$ cat src/sv/atcs_pkg.sv
// Shared types and constants of the AT command host sequencer.
// Used by atcs_ctrl, atcs_dp and at_command_host_sequencer.
`timescale 1ns / 1ps
package atcs_pkg;

  localparam int unsigned MaxResults = 10;
  localparam int unsigned ResCntW    = 4;
  localparam int unsigned CfgIdxW    = 2;
  localparam int unsigned CfgDataW   = 16;

  localparam logic [15:0] BusyRetryRst   = 16'd100;
  localparam logic [15:0] ResetPeriodRst = 16'd10000;
  localparam logic [7:0]  ErrorLimitRst  = 8'd10;
  localparam logic [15:0] BuiltinTmoRst  = 16'd200;
  localparam logic [15:0] TimerMax       = 16'hFFFF;
  localparam logic [7:0]  TallyMax       = 8'hFF;
  localparam logic [1:0]  BuiltinLast    = 2'd2;

  typedef enum logic [3:0] {
    OP_TICK   = 4'd0,
    OP_SUBMIT = 4'd1,
    OP_OK     = 4'd2,
    OP_ERROR  = 4'd3,
    OP_PROMPT = 4'd4,
    OP_BUSY   = 4'd5,
    OP_READY  = 4'd6,
    OP_REPORT = 4'd7,
    OP_INIT   = 4'd8
  } op_e;

  typedef enum logic [3:0] {
    ACT_NONE      = 4'd0,
    ACT_SEND_CMD  = 4'd1,
    ACT_SEND_DATA = 4'd2,
    ACT_SEND_RST  = 4'd3,
    ACT_SEND_ESC  = 4'd4,
    ACT_COMPLETE  = 4'd5,
    ACT_FORWARD   = 4'd6,
    ACT_ACCEPTED  = 4'd7,
    ACT_REJECTED  = 4'd8
  } act_e;

  typedef enum logic [1:0] {
    DONE_OK      = 2'd0,
    DONE_ERROR   = 2'd1,
    DONE_TIMEOUT = 2'd2
  } done_e;

  typedef enum logic [2:0] {
    MD_IDLE        = 3'd0,
    MD_WAIT_RSP    = 3'd1,
    MD_WAIT_PROMPT = 3'd2,
    MD_NOT_READY   = 3'd3,
    MD_BUSY        = 3'd4
  } mode_e;

  typedef enum logic [CfgIdxW-1:0] {
    CFG_BUSY_RETRY   = 2'd0,
    CFG_RESET_PERIOD = 2'd1,
    CFG_ERROR_LIMIT  = 2'd2,
    CFG_BUILTIN_TMO  = 2'd3
  } cfg_idx_e;

  typedef enum logic [2:0] {
    SQ_IDLE,
    SQ_EXEC,
    SQ_FLUSH,
    SQ_RESET,
    SQ_LOAD,
    SQ_DISPATCH,
    SQ_DONE
  } seq_state_e;

  typedef struct packed {
    logic [3:0]  operation;
    logic [7:0]  cmd_id;
    logic        cmd_has_data;
    logic        cmd_has_parser;
    logic [15:0] cmd_timeout_ms;
  } in_t;

  typedef struct packed {
    logic [3:0] action;
    logic [7:0] result_cmd_id;
    logic [1:0] completion;
    logic       last;
  } out_t;

  typedef struct packed {
    logic [15:0] timeout;
    logic        parser;
    logic        data;
    logic [7:0]  id;
  } entry_t;

  // one-hot commands from the sequencer to the datapath
  typedef struct packed {
    logic take_item;
    logic exec;
    logic flush_step;
    logic rst_step;
    logic load_step;
    logic dispatch;
    logic finish;
  } seq_cmd_t;

  typedef struct packed {
    logic is_tick;
    logic is_init;
    logic mode_idle;
    logic tally_over;
    logic queue_nz;
    logic load_last;
    logic emit_ok;
    logic fin_ok;
  } seq_stat_t;

endpackage

$ cat src/sv/atcs_ctrl.sv
// Sequencing state machine of the AT command host sequencer.
// Depends on atcs_pkg; drives atcs_dp through seq_cmd_t.
`timescale 1ns / 1ps
module atcs_ctrl (
  input  logic              clk_i,
  input  logic              rst_ni,
  input  logic              in_valid_i,
  output logic              in_ready_o,
  input  atcs_pkg::seq_stat_t stat_i,
  output atcs_pkg::seq_cmd_t  cmd_o
);
  import atcs_pkg::*;

  seq_state_e state_q, state_d;
  logic       from_tick_q, from_tick_d;

  always_ff @(posedge clk_i or negedge rst_ni) begin
    if (!rst_ni) begin
      state_q     <= SQ_IDLE;
      from_tick_q <= 1'b0;
    end else begin
      state_q     <= state_d;
      from_tick_q <= from_tick_d;
    end
  end

  // next state
  always_comb begin
    state_d     = state_q;
    from_tick_d = from_tick_q;
    unique case (state_q)
      SQ_IDLE: begin
        if (in_valid_i) state_d = SQ_EXEC;
      end
      SQ_EXEC: begin
        if ((stat_i.is_tick && stat_i.mode_idle && stat_i.tally_over) || stat_i.is_init) begin
          state_d     = SQ_FLUSH;
          from_tick_d = stat_i.is_tick;
        end else if (stat_i.is_tick && stat_i.mode_idle && stat_i.queue_nz) begin
          state_d = SQ_DISPATCH;
        end else begin
          state_d = SQ_DONE;
        end
      end
      SQ_FLUSH: begin
        if (!stat_i.queue_nz) state_d = SQ_RESET;
      end
      SQ_RESET: begin
        if (stat_i.emit_ok) state_d = SQ_LOAD;
      end
      SQ_LOAD: begin
        if (stat_i.load_last) state_d = from_tick_q ? SQ_DISPATCH : SQ_DONE;
      end
      SQ_DISPATCH: begin
        if (stat_i.emit_ok) state_d = SQ_DONE;
      end
      SQ_DONE: begin
        if (stat_i.fin_ok) state_d = SQ_IDLE;
      end
      default: state_d = SQ_IDLE;
    endcase
  end

  // outputs
  always_comb begin
    cmd_o      = '0;
    in_ready_o = 1'b0;
    unique case (state_q)
      SQ_IDLE: begin
        in_ready_o      = 1'b1;
        cmd_o.take_item = in_valid_i;
      end
      SQ_EXEC:     cmd_o.exec       = 1'b1;
      SQ_FLUSH:    cmd_o.flush_step = stat_i.queue_nz && stat_i.emit_ok;
      SQ_RESET:    cmd_o.rst_step   = stat_i.emit_ok;
      SQ_LOAD:     cmd_o.load_step  = 1'b1;
      SQ_DISPATCH: cmd_o.dispatch   = stat_i.emit_ok;
      SQ_DONE:     cmd_o.finish     = stat_i.fin_ok;
      default: ;
    endcase
  end

endmodule

$ cat src/sv/atcs_dp.sv
// Datapath of the AT command host sequencer: queue memory, current command,
// timers, error tally, config registers and result staging. Depends on atcs_pkg.
`timescale 1ns / 1ps
module atcs_dp #(
  parameter int unsigned QUEUE_DEPTH = 8
) (
  input  logic                            clk_i,
  input  logic                            rst_ni,
  input  atcs_pkg::in_t                   in_data_i,
  input  logic                            cfg_valid_i,
  input  logic [atcs_pkg::CfgIdxW-1:0]    cfg_index_i,
  input  logic [atcs_pkg::CfgDataW-1:0]   cfg_data_i,
  output logic                            out_valid_o,
  input  logic                            out_ready_i,
  output atcs_pkg::out_t                  out_data_o,
  input  atcs_pkg::seq_cmd_t              cmd_i,
  output atcs_pkg::seq_stat_t             stat_o
);
  import atcs_pkg::*;

  localparam int unsigned PtrW = (QUEUE_DEPTH > 1) ? $clog2(QUEUE_DEPTH) : 1;
  localparam int unsigned CntW = $clog2(QUEUE_DEPTH + 1);
  localparam logic [PtrW-1:0] PtrLast = PtrW'(QUEUE_DEPTH - 1);
  localparam logic [CntW-1:0] CntFull = CntW'(QUEUE_DEPTH);

  logic [15:0] busy_retry_q, reset_period_q, builtin_tmo_q;
  logic [7:0]  error_limit_q;

  in_t         item_q, item_d;
  mode_e       mode_q, mode_d, saved_q, saved_d;
  logic [PtrW-1:0] head_q, head_d, tail_q, tail_d;
  logic [CntW-1:0] count_q, count_d;
  entry_t      cur_q, cur_d;
  logic        cur_valid_q, cur_valid_d;
  logic [15:0] send_q, send_d, wait_q, wait_d, send_inc, wait_inc;
  logic [7:0]  tally_q, tally_d, tally_inc;
  logic [1:0]  load_cnt_q, load_cnt_d;

  entry_t      mem [QUEUE_DEPTH];
  entry_t      rd_q, mem_wd;
  logic        mem_we;

  logic        emit_v, emit_go, cap;
  out_t        emit_r;
  out_t        hold_q, out_q;
  logic        hold_v_q, out_v_q;
  logic [ResCntW-1:0] res_cnt_q;
  op_e         op;

  assign op        = op_e'(item_q.operation);
  assign send_inc  = (send_q == TimerMax) ? send_q : send_q + 16'd1;
  assign wait_inc  = (wait_q == TimerMax) ? wait_q : wait_q + 16'd1;
  assign tally_inc = (tally_q == TallyMax) ? tally_q : tally_q + 8'd1;

  always_comb begin
    item_d      = item_q;
    mode_d      = mode_q;
    saved_d     = saved_q;
    head_d      = head_q;
    tail_d      = tail_q;
    count_d     = count_q;
    cur_d       = cur_q;
    cur_valid_d = cur_valid_q;
    send_d      = send_q;
    wait_d      = wait_q;
    tally_d     = tally_q;
    load_cnt_d  = load_cnt_q;
    mem_we      = 1'b0;
    mem_wd      = '{timeout: item_q.cmd_timeout_ms, parser: item_q.cmd_has_parser,
                    data: item_q.cmd_has_data, id: item_q.cmd_id};
    emit_v      = 1'b0;
    emit_r      = '0;

    if (cmd_i.take_item) item_d = in_data_i;

    if (cmd_i.exec) begin
      case (op)
        OP_TICK: begin
          send_d = send_inc;
          wait_d = wait_inc;
          case (mode_q)
            MD_BUSY: begin
              if (wait_inc > busy_retry_q && cur_valid_q) begin
                mode_d = cur_q.data ? MD_WAIT_PROMPT : saved_q;
                emit_v = 1'b1;
                emit_r = '{action: ACT_SEND_CMD, result_cmd_id: cur_q.id,
                           completion: DONE_OK, last: 1'b0};
              end
            end
            MD_WAIT_RSP, MD_WAIT_PROMPT: begin
              if (!cur_valid_q) begin
                mode_d = MD_IDLE;
              end else if (send_inc > cur_q.timeout) begin
                emit_v      = 1'b1;
                emit_r      = '{action: ACT_COMPLETE, result_cmd_id: cur_q.id,
                                completion: DONE_TIMEOUT, last: 1'b0};
                cur_valid_d = 1'b0;
                mode_d      = MD_IDLE;
              end
            end
            MD_NOT_READY: begin
              if (wait_inc > reset_period_q) begin
                emit_v = 1'b1;
                emit_r = '{action: ACT_SEND_RST, result_cmd_id: 8'd0,
                           completion: DONE_OK, last: 1'b0};
                wait_d = '0;
              end
            end
            default: ;  // idle: the sequencer runs dispatch or reinit
          endcase
        end
        OP_SUBMIT: begin
          emit_v = 1'b1;
          emit_r = '{action: ACT_REJECTED, result_cmd_id: item_q.cmd_id,
                     completion: DONE_OK, last: 1'b0};
          if (count_q < CntFull) begin
            emit_r.action = ACT_ACCEPTED;
            mem_we        = 1'b1;
            tail_d        = (tail_q == PtrLast) ? '0 : tail_q + 1'b1;
            count_d       = count_q + 1'b1;
          end
        end
        OP_OK, OP_ERROR: begin
          if (mode_q == MD_WAIT_RSP) begin
            emit_v      = cur_valid_q;
            emit_r      = '{action: ACT_COMPLETE, result_cmd_id: cur_q.id,
                            completion: (op == OP_OK) ? DONE_OK : DONE_ERROR,
                            last: 1'b0};
            cur_valid_d = 1'b0;
            mode_d      = MD_IDLE;
            if (op == OP_ERROR) tally_d = tally_inc;
          end
        end
        OP_PROMPT: begin
          emit_v = 1'b1;
          if (mode_q == MD_WAIT_PROMPT && cur_valid_q && cur_q.data) begin
            emit_r = '{action: ACT_SEND_DATA, result_cmd_id: cur_q.id,
                       completion: DONE_OK, last: 1'b0};
            mode_d = MD_WAIT_RSP;
          end else begin
            emit_r  = '{action: ACT_SEND_ESC,
                        result_cmd_id: cur_valid_q ? cur_q.id : 8'd0,
                        completion: DONE_OK, last: 1'b0};
            tally_d = tally_inc;
          end
        end
        OP_BUSY: begin
          if (cur_valid_q) begin
            saved_d = mode_q;
            mode_d  = MD_BUSY;
            wait_d  = '0;
          end
        end
        OP_READY: mode_d = MD_IDLE;
        OP_REPORT: begin
          emit_v = cur_valid_q && cur_q.parser;
          emit_r = '{action: ACT_FORWARD, result_cmd_id: cur_q.id,
                     completion: DONE_OK, last: 1'b0};
        end
        default: ;  // init is sequenced; unknown codes do nothing
      endcase
    end

    if (cmd_i.flush_step) begin
      emit_v  = 1'b1;
      emit_r  = '{action: ACT_COMPLETE, result_cmd_id: rd_q.id,
                  completion: DONE_ERROR, last: 1'b0};
      head_d  = (head_q == PtrLast) ? '0 : head_q + 1'b1;
      count_d = count_q - 1'b1;
    end

    if (cmd_i.rst_step) begin
      emit_v      = 1'b1;
      emit_r      = '{action: ACT_SEND_RST, result_cmd_id: 8'd0,
                      completion: DONE_OK, last: 1'b0};
      mode_d      = MD_NOT_READY;
      head_d      = '0;
      tail_d      = '0;
      count_d     = '0;
      cur_valid_d = 1'b0;
      tally_d     = '0;
      wait_d      = '0;
      load_cnt_d  = '0;
    end

    // built-in commands: AT test, echo off, auto-connect off
    if (cmd_i.load_step) begin
      mem_we     = 1'b1;
      mem_wd     = '{timeout: builtin_tmo_q, parser: 1'b0, data: 1'b0,
                     id: 8'(load_cnt_q)};
      tail_d     = (tail_q == PtrLast) ? '0 : tail_q + 1'b1;
      count_d    = count_q + 1'b1;
      load_cnt_d = load_cnt_q + 2'd1;
    end

    if (cmd_i.dispatch) begin
      emit_v      = 1'b1;
      emit_r      = '{action: ACT_SEND_CMD, result_cmd_id: rd_q.id,
                      completion: DONE_OK, last: 1'b0};
      cur_d       = rd_q;
      cur_valid_d = 1'b1;
      send_d      = '0;
      head_d      = (head_q == PtrLast) ? '0 : head_q + 1'b1;
      count_d     = count_q - 1'b1;
      if (rd_q.data) begin
        mode_d = MD_WAIT_PROMPT;
        wait_d = '0;
      end else begin
        mode_d = MD_WAIT_RSP;
      end
    end
  end

  always_ff @(posedge clk_i or negedge rst_ni) begin
    if (!rst_ni) begin
      busy_retry_q   <= BusyRetryRst;
      reset_period_q <= ResetPeriodRst;
      error_limit_q  <= ErrorLimitRst;
      builtin_tmo_q  <= BuiltinTmoRst;
    end else if (cfg_valid_i) begin
      unique case (cfg_idx_e'(cfg_index_i))
        CFG_BUSY_RETRY:   busy_retry_q   <= cfg_data_i;
        CFG_RESET_PERIOD: reset_period_q <= cfg_data_i;
        CFG_ERROR_LIMIT:  error_limit_q  <= cfg_data_i[7:0];
        CFG_BUILTIN_TMO:  builtin_tmo_q  <= cfg_data_i;
        default: ;
      endcase
    end
  end

  always_ff @(posedge clk_i or negedge rst_ni) begin
    if (!rst_ni) begin
      mode_q      <= MD_NOT_READY;
      saved_q     <= MD_IDLE;
      head_q      <= '0;
      tail_q      <= '0;
      count_q     <= '0;
      cur_valid_q <= 1'b0;
      send_q      <= '0;
      wait_q      <= '0;
      tally_q     <= '0;
      load_cnt_q  <= '0;
    end else begin
      mode_q      <= mode_d;
      saved_q     <= saved_d;
      head_q      <= head_d;
      tail_q      <= tail_d;
      count_q     <= count_d;
      cur_valid_q <= cur_valid_d;
      send_q      <= send_d;
      wait_q      <= wait_d;
      tally_q     <= tally_d;
      load_cnt_q  <= load_cnt_d;
    end
  end

  always_ff @(posedge clk_i) begin
    item_q <= item_d;
    cur_q  <= cur_d;
  end

  // queue store; read port follows the next head so rd_q tracks the head entry
  always_ff @(posedge clk_i) begin
    if (mem_we) mem[tail_q] <= mem_wd;
    rd_q <= mem[head_d];
  end

  // results wait one stage in hold so the last flag is known when they leave
  assign cap     = (res_cnt_q == ResCntW'(MaxResults));
  assign emit_go = emit_v && !cap;

  always_ff @(posedge clk_i or negedge rst_ni) begin
    if (!rst_ni) begin
      hold_v_q  <= 1'b0;
      out_v_q   <= 1'b0;
      res_cnt_q <= '0;
    end else begin
      if ((emit_go || cmd_i.finish) && hold_v_q) begin
        out_v_q <= 1'b1;
      end else if (out_ready_i) begin
        out_v_q <= 1'b0;
      end
      if (emit_go) begin
        hold_v_q  <= 1'b1;
        res_cnt_q <= res_cnt_q + 1'b1;
      end else if (cmd_i.finish) begin
        hold_v_q  <= 1'b0;
        res_cnt_q <= '0;
      end
    end
  end

  always_ff @(posedge clk_i) begin
    if ((emit_go || cmd_i.finish) && hold_v_q) begin
      out_q <= '{action: hold_q.action, result_cmd_id: hold_q.result_cmd_id,
                 completion: hold_q.completion, last: cmd_i.finish};
    end
    if (emit_go) hold_q <= emit_r;
  end

  assign out_valid_o = out_v_q;
  assign out_data_o  = out_q;

  assign stat_o.is_tick    = (op == OP_TICK);
  assign stat_o.is_init    = (op == OP_INIT);
  assign stat_o.mode_idle  = (mode_q == MD_IDLE);
  assign stat_o.tally_over = (tally_q > error_limit_q);
  assign stat_o.queue_nz   = (count_q != '0);
  assign stat_o.load_last  = (load_cnt_q == BuiltinLast);
  assign stat_o.fin_ok     = !hold_v_q || !out_v_q || out_ready_i;
  assign stat_o.emit_ok    = cap || stat_o.fin_ok;

endmodule

$ cat src/sv/at_command_host_sequencer.sv
// Top level of the AT command host sequencer.
// Depends on atcs_pkg, atcs_ctrl and atcs_dp.
//
// Usage: each input transaction is one event (tick, submit, ok, error,
// prompt, busy, ready, report, init). Each event yields zero to ten result
// transactions on the output channel; the last one carries last = 1.
// Items are taken one at a time. A simple event passes through the
// accept, execute and close states before the next acceptance; a
// dispatching tick adds a dispatch state. Init, or a tick in idle with
// too many errors, walks the queue one entry per cycle while the output
// can take results, sees it empty, then sends the module reset and
// reloads the three built-in commands; a tick then also dispatches. A
// single output register and a one-deep hold stage carry results; when the
// receiver stalls, the sequencer waits at the next result and the input
// stays not ready. Configuration writes are always ready. After reset the
// controller is not ready, the queue is empty and the configuration
// registers hold their defaults.
`timescale 1ns / 1ps
module at_command_host_sequencer #(
  parameter int unsigned QUEUE_DEPTH = 8
) (
  input  logic                          clk_i,
  input  logic                          rst_ni,
  input  logic                          in_valid_i,
  output logic                          in_ready_o,
  input  atcs_pkg::in_t                 in_data_i,
  output logic                          out_valid_o,
  input  logic                          out_ready_i,
  output atcs_pkg::out_t                out_data_o,
  input  logic                          cfg_valid_i,
  output logic                          cfg_ready_o,
  input  logic [atcs_pkg::CfgIdxW-1:0]  cfg_index_i,
  input  logic [atcs_pkg::CfgDataW-1:0] cfg_data_i
);
  import atcs_pkg::*;

  seq_cmd_t  cmd;
  seq_stat_t stat;

  assign cfg_ready_o = 1'b1;

  atcs_ctrl u_ctrl (
    .clk_i      (clk_i),
    .rst_ni     (rst_ni),
    .in_valid_i (in_valid_i),
    .in_ready_o (in_ready_o),
    .stat_i     (stat),
    .cmd_o      (cmd)
  );

  atcs_dp #(
    .QUEUE_DEPTH (QUEUE_DEPTH)
  ) u_dp (
    .clk_i       (clk_i),
    .rst_ni      (rst_ni),
    .in_data_i   (in_data_i),
    .cfg_valid_i (cfg_valid_i),
    .cfg_index_i (cfg_index_i),
    .cfg_data_i  (cfg_data_i),
    .out_valid_o (out_valid_o),
    .out_ready_i (out_ready_i),
    .out_data_o  (out_data_o),
    .cmd_i       (cmd),
    .stat_o      (stat)
  );

  // one item in flight at a time
  a_one_item: assert property (@(posedge clk_i) disable iff (!rst_ni)
    in_valid_i && in_ready_o |=> !in_ready_o)
    else $error("input taken while an item is in progress");

  // the sequencer issues at most one datapath command per cycle
  a_one_cmd: assert property (@(posedge clk_i) disable iff (!rst_ni)
    $onehot0(cmd))
    else $error("more than one datapath command");

  // closing an item frees the input
  a_finish_ready: assert property (@(posedge clk_i) disable iff (!rst_ni)
    cmd.finish |=> in_ready_o)
    else $error("input not ready after item closed");

  // a transaction is only taken in the cycle the input is ready
  a_take_ready: assert property (@(posedge clk_i) disable iff (!rst_ni)
    cmd.take_item |-> in_ready_o && in_valid_i)
    else $error("item latched without a transaction");

endmodule

$ cat config.mk
export PLATFORM = sky130hd
export DESIGN_NAME = at_command_host_sequencer
export DESIGN_NICKNAME = d
export VERILOG_FILES = /design/src/sv/atcs_pkg.sv /design/src/sv/atcs_ctrl.sv /design/src/sv/atcs_dp.sv /design/src/sv/at_command_host_sequencer.sv
export SDC_FILE = /design/constraint.sdc
export NUM_CORES = 1
export LEC_CHECK = 0
export BUFFER_PORTS_ARGS = -buffer_cell sky130_fd_sc_hd__buf_2
export CAP_MARGIN = 40
export CORE_ASPECT_RATIO = 1.4
export CORE_MARGIN = 2
export CORE_UTILIZATION = 55
export DETAILED_ROUTE_END_ITERATION = 10
export PLACE_DENSITY_LB_ADDON = 0.3
export SYNTH_ARGS = -nofsm -noshare
export SYNTH_HDL_FRONTEND = slang
export SYNTH_SLANG_ARGS = --single-unit
$ cat constraint.sdc
create_clock -name clk_i -period 4.44 [get_ports clk_i]
set_clock_uncertainty 0.05 [all_clocks]
set_input_delay 0.888 -clock clk_i [delete_from_list [all_inputs] [get_ports clk_i]]
set_output_delay 0.888 -clock clk_i [all_outputs]
set_load 0.03 [all_outputs]
; After elaboration in Yosys (flattened, before gate mapping)
; Memory sizes are Yosys's and may differ from the RTL's. A register that Yosys moved wholly into a read port is not among the register bits.
; Index checks and enable logic that the tools add are counted.
[word_totals]
regBits = 210
ram_bits = 208
input_bits = 53
output_inout_bits = 18
elab_cells = 274
mem_count = 1
[op_classes]
n_addsub = 9
magnitude_cmp = 5
n_eq_ne = 44
muxes = 117
n_bitwise = 1
reduce_logical = 58
[mem_list]
columns = memory, words, width, read_ports, rd_ports_with_merged_regs, write_ports, line
row1 = u_dp.mem, 8, 26, 1, 1, 1, atcs_dp.sv:39  ; entry_t mem [QUEUE_DEPTH];
[op_table]
columns = cell, n
row1 = two-way mux 16 bit, 12
row2 = two-way mux 3 bit, 27
row3 = case mux 15 bit (5 select lines), 1
row4 = two-way mux 14 bit, 5
row5 = two-way mux 8 bit, 7
row6 = greater-than comparator 16 bit, 3
row7 = case mux 15 bit (3 select lines), 1
row8 = two-way mux 4 bit, 10
row9 = two-way mux 1 bit, 35
row10 = adder 16 x 1 -> 16 bit (second input constant), 2
row11 = == test 16 bit (second input constant), 2
row12 = case mux 16 bit (2 select lines), 1
row13 = two-way mux 13 bit, 2
row14 = two-way mux 26 bit, 1
row15 = case mux 3 bit (7 select lines), 1
row16 = == test 3 bit (second input constant), 6
row17 = == test 4 x 3 -> 1 bit (second input constant), 4
row18 = inequality test 4 x 3 -> 1 bit (second input constant), 4
row19 = case mux 8 bit (2 select lines), 1
row20 = two-way mux 15 bit, 1
row21 = case mux 3 bit (5 select lines), 1
row22 = nonzero test 3 bit, 5
row23 = nonzero test 5 bit, 3
row24 = == test 3 x 2 -> 1 bit (second input constant), 4
row25 = 47 further kinds, 95

; Longest topological paths before layout
[depth]
ltp_word = 15
depth_mapped = 17
mapped_depth_nobuf = 15

; Hierarchy
; Synthesis repeated with hierarchy kept, for this count alone.
[hier_totals]
cells_unflattened = 1719
hier_area_um2 = 19897.8
[modules_own_cells]
columns = module, n_inst, cells_each, area_per_inst_um2, seq_area_each_um2
row1 = atcs_dp, 1, 1673, 19528.7, 12365.6
row2 = atcs_ctrl, 1, 44, 357.8, 100.1
row3 = at_command_host_sequencer, 1, 2, 11.3, 0.0

; Worst setup path after synthesis
; Ideal clock, no wire load.
[synth_timing]
path_type = register to register
start = reg u_dp.send_q[3]
end = reg u_dp.out_q (netlist bit u_dp.out_data_o[0]) (enable)
setup_ns = 0.373
arrival_ns = 3.982
slack_ns = 0.035
stages_incl_launch_ff = 14
period_less_slack_ns = 4.405
path_cell_list = dfrtp_1 and4_1 nand4_1 nor4_2 nor3_1 and3_1 xor2_1 ha_1 nand4_1 a2111o_1 a311oi_2 o31ai_4 a21oi_4 o21a_1
[synth_between]
elab_chain_cells = 14
[synth_lines]
columns = element, line
row1 = "start, declared", atcs_dp.sv:35  ; logic [15:0] send_q, send_d, wait_q, wait_d, send_inc, wait_inc;
row2 = "start signal, assigned", atcs_dp.sv:250  ; send_q <= send_d;
row3 = adder 16 x 1 -> 16 bit / == test 16 bit (equally long branches), atcs_dp.sv:51  ; assign send_inc = (send_q == TimerMax) ? send_q : send_q + 16'd1;
row4 = two-way mux 16 bit *, atcs_dp.sv:51
row5 = greater-than comparator 16 bit *, atcs_dp.sv:93  ; end else if (send_inc > cur_q.timeout) begin
row6 = two-way mux 1 bit *, atcs_dp.sv:93
row7 = two-way mux 1 bit *, atcs_dp.sv:91  ; if (!cur_valid_q) begin
row8 = case mux 1 bit (3 select lines) *, atcs_dp.sv:81  ; case (mode_q)
row9 = case mux 1 bit (4 select lines) *, atcs_dp.sv:77  ; case (op)
row10 = two-way mux 1 bit *, atcs_dp.sv:76  ; if (cmd_i.exec) begin
row11 = two-way mux 1 bit *, atcs_dp.sv:164  ; if (cmd_i.flush_step) begin
row12 = two-way mux 1 bit *, atcs_dp.sv:172  ; if (cmd_i.rst_step) begin
row13 = two-way mux 1 bit *, atcs_dp.sv:196  ; if (cmd_i.dispatch) begin
row14 = logical AND 1 bit *, atcs_dp.sv:270  ; assign emit_go = emit_v && !cap;
row15 = net u_dp.emit_go, atcs_dp.sv:43  ; logic emit_v, emit_go, cap;
row16 = logical OR 1 bit *, atcs_dp.sv:294  ; if ((emit_go || cmd_i.finish) && hold_v_q) begin
row17 = logical AND 1 bit *, atcs_dp.sv:294
row18 = "end signal, assigned", atcs_dp.sv:295  ; out_q <= '{action: hold_q.action, result_cmd_id: hold_q.result_cmd_id,
row19 = "end, declared", atcs_dp.sv:45  ; out_t hold_q, out_q;
; The timed path passes the listed nets; every way through them passes the cells marked *.
; A chain may end at the register's enable or synchronous reset.

; Worst setup path in the final report
[layout_timing]
start = reg u_dp.wait_q[8]
end = reg u_dp.res_cnt_q[2]
[layout_between]
elab_chain_cells = 13
[layout_lines]
columns = element, line
row1 = "start, declared", atcs_dp.sv:35
row2 = "start signal, assigned", atcs_dp.sv:251  ; wait_q <= wait_d;
row3 = adder 16 x 1 -> 16 bit / == test 16 bit (equally long branches), atcs_dp.sv:52  ; assign wait_inc = (wait_q == TimerMax) ? wait_q : wait_q + 16'd1;
row4 = two-way mux 16 bit *, atcs_dp.sv:52
row5 = greater-than comparator 16 bit, atcs_dp.sv:83  ; if (wait_inc > busy_retry_q && cur_valid_q) begin
row6 = logical AND 1 bit, atcs_dp.sv:83
row7 = two-way mux 1 bit, atcs_dp.sv:83
row8 = case mux 1 bit (3 select lines) *, atcs_dp.sv:81
row9 = case mux 1 bit (4 select lines) *, atcs_dp.sv:77
row10 = two-way mux 1 bit *, atcs_dp.sv:76
row11 = two-way mux 1 bit *, atcs_dp.sv:164
row12 = two-way mux 1 bit *, atcs_dp.sv:172
row13 = two-way mux 1 bit *, atcs_dp.sv:196
row14 = logical AND 1 bit *, atcs_dp.sv:270
row15 = net u_dp.emit_go, atcs_dp.sv:43
row16 = two-way mux 4 bit / nonzero test 2 bit (equally long branches), n/a
row17 = "end signal, assigned", atcs_dp.sv:285  ; res_cnt_q <= res_cnt_q + 1'b1;
row18 = "end, declared", atcs_dp.sv:47  ; logic [ResCntW-1:0] res_cnt_q;
; Marked as above.

==> out/results.txt <==
Antenna Cells: 0
DRC viols: 0
Most used DFF post-synth: edfxtp_1
Num ports: 71
Initial DRT Pass Iterations: 5
Synth Area per Inst: 13.5 um2
Placer Congestion: 0.918
Die X: 165 um
Wire length per cell: 21.3 um
Worst-path clk slew: 0.06 ns
Asr flop ratio synth: 28.2%
Clock sinks: 444
Fin crit share: 95.2%
Vias: 12272
H-tree Lvls: 2
Max_slew headroom: 36.4%
FP Rows: 82
Port Buffers: 69
Worst path required time: 4.82 ns
First-pass GRT wire length: 68700 um
Net count after synthesis: 1596
Antenna-violating nets left: 0
Setup violators final: 0
Run status: finished, final reports clean
Top post-synthesis cells by count: edfxtp_1 (293), nand2_1 (158), dfrtp_1 (110)
F_max: 237 MHz
Fin crit period: 4.23 ns
GRT Overall Usage: 24.0%
Post-synth EDFFs: 293
Crit Path Max Fanout: 21
Die area: 37600 um2
Register bit total from synthesis: 444
Share of the synthesized area in the top cell type: 44.3%
WL final: 44200 um
Syn Inst Count: 1475
Starting Density: 55.6%
Overall power: 14.7 mW
Dominant cells by area after synthesis: edfxtp_1 (44%), dfrtp_1 (14%), ha_1 (4.3%), mux2_2 (4.0%), nand2_1 (3.0%)
Peak VDD IR: 421 uV
Largest area contributor in the netlist: edfxtp_1
Setup_tns: 0 ns
CP startpoint kind: flop
Clock buffer count from CTS: 43
Post-synthesis cell type count: 89
Fin. Hold Viols: 0
Worst-Skew Late Latency: 0.55 ns
Final net count: 1698
CTS tree: done
Area Growth Syn to Fin: 12.2%
Detailed placer's ending HPWL: 29900 um
Max Cap Violations: 0
Die height: 229 um
Power per Cell Area: 661 nW/um2
Register area share after synthesis: 62.8%
CP Data Arrival Time: 4.61 ns
Vias per Instance: 5.92
Crit Path Class: reg2reg
Total of fill cells in the finished design: 2681
Unrepaired setup endpoints after global routing: false
Share of layout cells above drive strength 1: 21.4%
CP Capture Type: flop
Initial DRC Count: 938
Initial antenna violation count: 1
Number of global-route vias before repair: 12428
Synthesized cell area: 19800 um2
Leak Pwr: 8.96 nW
CTS max path bufs: 3
Overflow after GRT: 0
Max Slew Vio Count: 0
Root Driver: clkbuf_16
Largest net degree at the start of global routing: 62
Synth warn: 0
Worst-Margin Slew: 0.944 ns
Hold Path Class: in2async
Most frequent cell after synthesis: edfxtp_1
Core area: 35700 um2
## where the power goes
group | leakage, nW | switching (mW) | internal [mW]
Combinational | 3.82 | 2.94 | 2.04
Clock | 0.686 | 1.52 | 2.13
Sequential | 4.46 | 0.544 | 5.55
Total | 8.96 | 5.00 | 9.71
## metal layers
metal | track usage (%) | vias up | wire (um)
met1 | 29.5 | 6089 | 17400
li1 | - | 5699 | -
met5 | 0 | - | 13
met2 | 41.8 | 375 | 22600
met3 | 3.30 | 107 | 2150
met4 | 10.7 | 2 | 1960
## final cells by class
type	instances	area, um2	share of cell area (%)
clock inverters	21	225	1.01
well taps	462	578	2.60
multi-input cells	901	6790	30.5
flip-flops and latches	444	12500	56.0
inverters	72	270	1.21
clock buffers	57	1190	5.34
repair buffers	115	751	3.37
## cell families (layout without fill, tap and decap cells)
kind of cell,count (synthesis),count (layout),synth area share (%)
DFF,444,444,62.8
and+or+nand+nor,377,377,9.20
AOI/OAI and AO/OA,264,264,9.97
muxes,155,155,8.92
buffers and inverters,130,265,3.20
adders and majority gates,68,68,4.29
xor gates and xnor gates,36,36,1.59
other,1,1,0.0189
## worst paths after layout
path | cells after the start | slack [ns] | startpoint | end
max | 16 | 0.21 | u_dp.wait_q[8]$_DFF_PN0_ | u_dp.res_cnt_q[2]$_DFFE_PN0P_
min | 1 | 0.14 | rst_ni | u_dp.builtin_tmo_q[1]$_DFFE_PN0P_
max reg2reg | 16 | 0.21 | u_dp.wait_q[8]$_DFF_PN0_ | u_dp.res_cnt_q[2]$_DFFE_PN0P_
min reg2reg | 0 | 0.36 | u_dp.rd_q[10]$_DFF_P_ | u_dp.cur_q[10]$_DFFE_PP_
max in group asynchronous | 3 | 3.26 | rst_ni | u_dp.reset_period_q[8]$_DFFE_PN1P_
min in group clk_i | 0 | 0.36 | u_dp.rd_q[10]$_DFF_P_ | u_dp.cur_q[10]$_DFFE_PP_
## repair_timing
action | CTS | global route
buffers inserted | 0 | 5
endpoints found under the setup margin | 0 | 43
resized for setup | 0 | 4
hold buffers | 0 | 0
## layout by cell type, fill, tap and decap left out, drive strengths merged, types with 48 or more instances in the layout
cell type and count:
a21oi 48, buf 115, clkbuf 57, dfrtp 110, edfxtp 293, ha 68, inv 76, mux2 97
mux2i 58, nand2 160, nor2 70, o21ai 52
## sequential cells by signal, indices dropped and copies added, names as in the netlist, 3 cells and up
signal               count
u_dp.send_q             16
u_dp.mem               208
u_dp.cur_q              26
u_dp.count_q             4
u_dp.reset_period_q     16
u_ctrl.state_q           3
u_dp.error_limit_q       8
u_dp.item_q             26
u_dp.hold_q             14
u_dp.tally_q             8
u_dp.wait_q             16
u_dp.op                  4
u_dp.out_data_o         15
u_dp.res_cnt_q           4
u_dp.saved_q             3
u_dp.tail_q              3
u_dp.busy_retry_q       16
u_dp.head_q              3
u_dp.rd_q               26
u_dp.mode_q              3
u_dp.builtin_tmo_q      16
## through the flow
step                      utilization, %  cells  area, um2  hold slack (ns)  setup WS [ns]
final                               62.4   2072      22300            0.137          0.212
after global routing                62.4   2072      22300            0.133         0.0175
after CTS                           62.2   2067      22200            0.124          0.164
after detailed placement            58.3   1989      20800            0.339          0.216
after global placement              58.2   1988      20800            0.342          0.303
after floorplan                        -   1475      19800            0.336         0.0354
## worst max-delay path, cell delays in order (launching register included)
cell	delay, ns
dfrtp_1	0.39
and4_4	0.25
nand4_1	0.18
or3_1	0.40
nor2b_1	0.19
and2_1	0.20
xor2_1	0.16
ha_1	0.33
a21oi_1	0.14
o21ai_1	0.08
a221o_1	0.37
o31a_1	0.33
o31ai_4	0.32
a21oi_4	0.09
buf_4	0.24
and3b_1	0.20
a31o_1	0.18
Note: power is estimated with default switching activity, not from simulation.
